--- src/sv/ridf_pkg.sv ---
// shared types and constants of the recent-id duplicate filter
package ridf_pkg;

  // width of the identifier port
  localparam int MSG_ID_W = 64;

  // request kinds carried on req_type
  typedef enum logic {
    REQ_CHECK = 1'b0,
    REQ_ADD   = 1'b1
  } req_type_e;

endpackage

--- src/sv/recent_id_duplicate_filter.sv ---
// top level of the recent-id duplicate filter: request control and ring scan
//
//   channel  direction  handshake               payload
//   in       input      in_valid_i / in_ready_o req_type_i, msg_id_i
//   out      output     out_valid_o/out_ready_i is_duplicate_o
//
// an add writes the ring at the write pointer on accept
// a check scans the N stored entries through the single read port of the ring,
// one entry per cycle, stopping at a match
// reset clears the write pointer and the filled mark; the ring needs no clearing
// a finished check whose result cannot leave waits in a holding register and
// holds off the input; a result waiting only in the output register stalls nothing
module recent_id_duplicate_filter #(
  parameter int WINDOW_DEPTH = 64,
  parameter int ID_BYTES     = 8
) (
  input  logic                          clk_i,
  input  logic                          rst_ni,
  input  logic                          in_valid_i,
  output logic                          in_ready_o,
  input  logic                          req_type_i,
  input  logic [ridf_pkg::MSG_ID_W-1:0] msg_id_i,
  output logic                          out_valid_o,
  input  logic                          out_ready_i,
  output logic                          is_duplicate_o
);
  import ridf_pkg::*;

  localparam int ID_W  = 8 * ID_BYTES;
  localparam int PTR_W = (WINDOW_DEPTH > 1) ? $clog2(WINDOW_DEPTH) : 1;
  localparam int CNT_W = $clog2(WINDOW_DEPTH + 1);

  typedef enum logic [1:0] {
    ST_IDLE,
    ST_SCAN,
    ST_HOLD
  } state_e;

  state_e            state_q, state_d;
  logic [PTR_W-1:0]  wr_ptr_q, wr_ptr_d;
  logic              ring_full_q, ring_full_d;
  logic [CNT_W-1:0]  limit_q, limit_d;
  logic [CNT_W-1:0]  idx_q, idx_d;
  logic              rd_valid_q, rd_valid_d;
  logic              res_q, res_d;
  logic              out_valid_q, out_valid_d;
  logic              out_dup_q, out_dup_d;
  logic [ID_W-1:0]   key_q;

  logic              accept;
  logic              do_add;
  logic              do_check;
  logic              match;
  logic              issued_all;
  logic              issue;
  logic              finish;
  logic              out_free;
  logic              wrap;
  logic [ID_W-1:0]   rd_data;

  // ring memory; adds only happen in idle, so a write never meets a scan read
  ridf_ring #(
    .DEPTH  (WINDOW_DEPTH),
    .WIDTH  (ID_W),
    .ADDR_W (PTR_W)
  ) u_ring (
    .clk_i     (clk_i),
    .wr_en_i   (do_add),
    .wr_addr_i (wr_ptr_q),
    .wr_data_i (msg_id_i[ID_W-1:0]),
    .rd_en_i   (issue),
    .rd_addr_i (idx_q[PTR_W-1:0]),
    .rd_data_o (rd_data)
  );

  // request decode
  assign accept   = in_valid_i && (state_q == ST_IDLE);
  assign do_add   = accept && (req_type_i == REQ_ADD);
  assign do_check = accept && (req_type_i == REQ_CHECK);
  assign wrap     = (wr_ptr_q == PTR_W'(WINDOW_DEPTH - 1));

  // scan progress
  assign match      = rd_valid_q && (rd_data == key_q);
  assign issued_all = (idx_q == limit_q);
  assign issue      = (state_q == ST_SCAN) && !issued_all && !match;
  assign finish     = (state_q == ST_SCAN) && (match || (issued_all && !rd_valid_q));
  assign out_free   = !out_valid_q || out_ready_i;

  // next state
  always_comb begin
    state_d     = state_q;
    wr_ptr_d    = wr_ptr_q;
    ring_full_d = ring_full_q;
    limit_d     = limit_q;
    idx_d       = idx_q;
    rd_valid_d  = issue;
    res_d       = res_q;
    out_valid_d = out_valid_q && !out_ready_i;
    out_dup_d   = out_dup_q;
    unique case (state_q)
      ST_IDLE: begin
        if (do_add) begin
          wr_ptr_d = wrap ? '0 : wr_ptr_q + 1'b1;
          if (wrap) begin
            ring_full_d = 1'b1;
          end
        end
        if (do_check) begin
          idx_d   = '0;
          limit_d = ring_full_q ? CNT_W'(WINDOW_DEPTH) : CNT_W'(wr_ptr_q);
          state_d = ST_SCAN;
        end
      end
      ST_SCAN: begin
        if (issue) begin
          idx_d = idx_q + 1'b1;
        end
        if (finish) begin
          if (out_free) begin
            out_valid_d = 1'b1;
            out_dup_d   = match;
            state_d     = ST_IDLE;
          end else begin
            res_d   = match;
            state_d = ST_HOLD;
          end
        end
      end
      ST_HOLD: begin
        if (out_free) begin
          out_valid_d = 1'b1;
          out_dup_d   = res_q;
          state_d     = ST_IDLE;
        end
      end
      default: begin
        state_d = ST_IDLE;
      end
    endcase
  end

  // state and registered outputs
  always_ff @(posedge clk_i or negedge rst_ni) begin
    if (!rst_ni) begin
      state_q     <= ST_IDLE;
      wr_ptr_q    <= '0;
      ring_full_q <= 1'b0;
      limit_q     <= '0;
      idx_q       <= '0;
      rd_valid_q  <= 1'b0;
      res_q       <= 1'b0;
      out_valid_q <= 1'b0;
      out_dup_q   <= 1'b0;
    end else begin
      state_q     <= state_d;
      wr_ptr_q    <= wr_ptr_d;
      ring_full_q <= ring_full_d;
      limit_q     <= limit_d;
      idx_q       <= idx_d;
      rd_valid_q  <= rd_valid_d;
      res_q       <= res_d;
      out_valid_q <= out_valid_d;
      out_dup_q   <= out_dup_d;
    end
  end

  // search key of the check in progress
  always_ff @(posedge clk_i) begin
    if (do_check) begin
      key_q <= msg_id_i[ID_W-1:0];
    end
  end

  assign in_ready_o     = (state_q == ST_IDLE);
  assign out_valid_o    = out_valid_q;
  assign is_duplicate_o = out_dup_q;

endmodule

--- src/sv/ridf_ring.sv ---
// identifier ring storage: one write port, one registered read port
module ridf_ring #(
  parameter int DEPTH  = 64,
  parameter int WIDTH  = 64,
  parameter int ADDR_W = 6
) (
  input  logic              clk_i,
  input  logic              wr_en_i,
  input  logic [ADDR_W-1:0] wr_addr_i,
  input  logic [WIDTH-1:0]  wr_data_i,
  input  logic              rd_en_i,
  input  logic [ADDR_W-1:0] rd_addr_i,
  output logic [WIDTH-1:0]  rd_data_o
);

  logic [WIDTH-1:0] mem_q [DEPTH];

  // write port
  always_ff @(posedge clk_i) begin
    if (wr_en_i) begin
      mem_q[wr_addr_i] <= wr_data_i;
    end
  end

  // read port, registered: data appears the cycle after the address
  always_ff @(posedge clk_i) begin
    if (rd_en_i) begin
      rd_data_o <= mem_q[rd_addr_i];
    end
  end

endmodule

--- config.mk ---
export PLATFORM = sky130hd
export DESIGN_NAME = recent_id_duplicate_filter
export DESIGN_NICKNAME = d
export VERILOG_FILES = /design/src/sv/ridf_pkg.sv /design/src/sv/recent_id_duplicate_filter.sv /design/src/sv/ridf_ring.sv
export SDC_FILE = /design/constraint.sdc
export NUM_CORES = 2
export LEC_CHECK = 0
export BUFFER_PORTS_ARGS = -buffer_cell sky130_fd_sc_hd__clkbuf_2
export CORE_UTILIZATION = 35
export DETAILED_ROUTE_END_ITERATION = 6
export GPL_ROUTABILITY_DRIVEN = 0
export MAX_ROUTING_LAYER = met4
export PLACE_DENSITY_LB_ADDON = 0.08
export SLEW_MARGIN = 0
export SYNTH_ARGS = -nofsm -noshare
export SYNTH_HDL_FRONTEND = slang
export SYNTH_HIERARCHICAL = 1
export SYNTH_SLANG_ARGS = --single-unit
--- constraint.sdc ---
create_clock -name clk_i -period 13.4 [get_ports clk_i]
set_clock_uncertainty 0.15 [all_clocks]
set_input_delay 2.68 -clock clk_i [delete_from_list [all_inputs] [get_ports clk_i]]
set_output_delay 2.68 -clock clk_i [all_outputs]
set_load 0.1 [all_outputs]
==> out/qor.csv <==
metric,value,unit
placed cells,12997,
setup tns final,0,ns
Clock Tree Buf Depth,4,
P_leak,55.0,nW
sequential-to-total area share from yosys stat,79.1,%
CP Cell Sequence,"clkbuf_2, nand3_1, inv_1, nand3_1, nor2_4, buf_4, buf_4",
hold depth,2,
DR vias/cell,5.53,
GRT Overall Usage,21.9,%
CTS Sinks,4251,
Slowest Stage Delay on Critical Path,1.00,ns
Worst EP required,13.82,ns
max-cap viol count,0,
critical path's slowest cell,nand3_1,
postcts setup bufs,0,
Post-Syn Instances,6923,
vias in the first global route,78584,
DRC viols,0,
vias post-DR,76731,
"Distinct cells, synth",56,
CTS root buf,clkbuf_16,
switching part of the total,27.7,%
area grow syn2layout,14.5,%
Core Box Area,457000,um2
WS Path Type,in -> reg,
antenna violations before repair,47,
clock share of power,36.2,%
share of layout cells above drive strength 1,27.2,%
number of I/O pins,72,
# port buffers,71,
RSZ-0062 raised after global routing,false,
Final Non-Filler Cells,13884,
"most common cell after layout, fill and taps aside",edfxtp_1,
"EDFF count, synth",4224,
wire per inst,35.8,um
DPL Wire Length,277,mm
Resized cells post-CTS,0,
Worst setup EP type,register,
Final Instance Area,185000,um2
CTS tree,done,
Mean Syn Cell Area,23.3,um2
CP arrival,7.06,ns
Hold Crit Start,limit_q[6],
#FFs+latches synth,4251,
clock-pin transition on the worst setup and hold timing paths,0.06,ns
Die Area,463000,um2
final setup vio count,0,
# hold bufs at CTS,0,
Post-Syn Nets,6997,
TritonCTS buffer count,462,
Sequential Power Share,45.4,%
Die Width,681,um
Hold Crit Endpoint,limit_q[6],
internal power,24.3,mW
Mapped Area,161000,um2
Initial Util,35.2,%
Logic pwr share,18.4,%
"Cell Area, Placed",170000,um2
Startpoint Class,input port,
VDD IR max,0.141,mV
fin util,40.3,%
f_max,151,MHz
Final min period,6.64,ns
row cnt,248,
largest net degree at the start of global routing,101,
final worst slack,6.76,ns
Hold Path Class,reg -> reg,
Placement Setup Slack,5.73,ns
die height,681,um
ANT nets after route,0,
PwrDens,182,nW/um2
period utilization,49.6,%
aggregate global routing overflow,0,
Ys Warns,6,
outcome,"complete, no violations",
Worst Tran Pin Value,1.37,ns
global-route wire length before repair,680,mm
FF-to-FF Start,state_q[1],
"Clk Latency, worst-skew pair",1.02,ns
Fin. Hold Viols,0,
R2R Setup Slk,7.21,ns
top_reg_cell synth,edfxtp_1,
"Async S/R FF share, synth",0.635,%
Max Slew Vio Count,0,
most frequent cells in the layout,"edfxtp_1 (4,224), mux4_2 (1,024), clkbuf_16 (466)",
net switching power,9.30,mW
Starting DRT DRC Count,8040,
Routed WL,497,mm
CP max FO,27,
drt pass-1 iters,5,
RR Endpoint,u_ring/mem_q[17][19],
H-tree depth,5,
Final #Nets,7410,
relative slew slack,8.92,%
Reg2Reg Depth,8,
==> power by group through the flow <==
stage,clock [mW],sequential [mW],combinational [mW]
2_1_floorplan,0,15.4,3.93
3_3_place_gp,0,15.5,6.33
3_5_place_dp,0,15.5,6.33
4_1_cts,12.4,15.2,6.35
5_1_grt,12.9,15.3,6.51
6_report,12.1,15.2,6.18
==> Yosys cell counts (all sizes together) (33+ instances only) <==
library cell	n	area, um2
edfxtp	4224	127000
buf	232	1260
nor2b	35	234
a22oi	169	1270
nand2	88	330
mux2i	135	1350
nand3	52	260
inv	33	124
mux4	1024	23100
a211oi	63	473
o22ai	84	526
xnor2	48	420
clkbuf	142	533
o221ai	42	368
and3	67	419
nor2	115	432
a22o	89	780
==> kinds of logic after synthesis <==
logic type,Yosys count,share of synthesized area [%]
multiplexers,1159,15.1
AND/OR/NAND/NOR,487,1.57
XOR/XNOR,61,0.331
buffers and inverters,407,1.19
adder cells (fa/ha/maj),5,0.0388
AO/OA/AOI/OAI,553,2.61
flip-flops,4251,79.1
==> sequential cells by signal, summed over array words and instances, names as in the netlist <==
| signal | cells |
|---|---|
| limit_q | 7 |
| u_ring/rd_data_o | 64 |
| out_valid_o | 1 |
| u_ring/mem_q | 4096 |
| key_q | 64 |
| is_duplicate_o | 1 |
| idx_q | 7 |
| rd_valid_q | 1 |
| state_q | 2 |
| ring_full_q | 1 |
| res_q | 1 |
| wr_ptr_q | 6 |
==> final cells by class <==
class | instances | area, um2
repair buffers | 323 | 2520
diodes | 28 | 70.1
multi-input cells | 2265 | 32300
fillers | 40301 | 273000
clock inverters | 291 | 2270
inverters | 33 | 126
flip-flops and latches | 4251 | 128000
well taps | 6125 | 7660
clock buffers | 568 | 12000
==> how the worst max path moves through the flow <==
stage                                 endpoint  cells after the start        from  slack, ns
after floorplan            u_ring/mem_q[49][0]                      4  req_type_i       4.98
after global placement    u_ring/mem_q[17][24]                      7  in_valid_i       5.73
after detailed placement  u_ring/mem_q[17][57]                      7  req_type_i       5.73
after CTS                 u_ring/mem_q[17][21]                      7  req_type_i       6.73
after global routing      u_ring/mem_q[17][13]                      7  req_type_i       6.78
final                     u_ring/mem_q[17][19]                      7  in_valid_i       6.76
==> per-layer routing <==
metal | vias up | routed length, um | track usage, %
li1 | 30679 | - | -
met5 | - | 0 | -
met1 | 43124 | 222000 | 30.8
met2 | 2361 | 240000 | 34.7
met4 | 0 | 9620 | 4.10
met3 | 567 | 25900 | 2.73
==> worst max-delay path: cells and delay by family <==
family / cells / cell delay, ns
buffers and inverters: 4 / 1.97
AND/OR/NAND/NOR: 3 / 2.31
==> metrics by stage <==
| step | total power, mW | hold slack [ns] |
|---|---|---|
| final | 33.6 | 0.355 |
| after global routing | 34.7 | 0.374 |
| after CTS | 34.0 | 0.356 |
| after detailed placement | 21.9 | 0.342 |
| after global placement | 21.8 | 0.341 |
| after floorplan | 19.3 | 0.316 |
No activity file was read; power rests on OpenSTA's default activity.
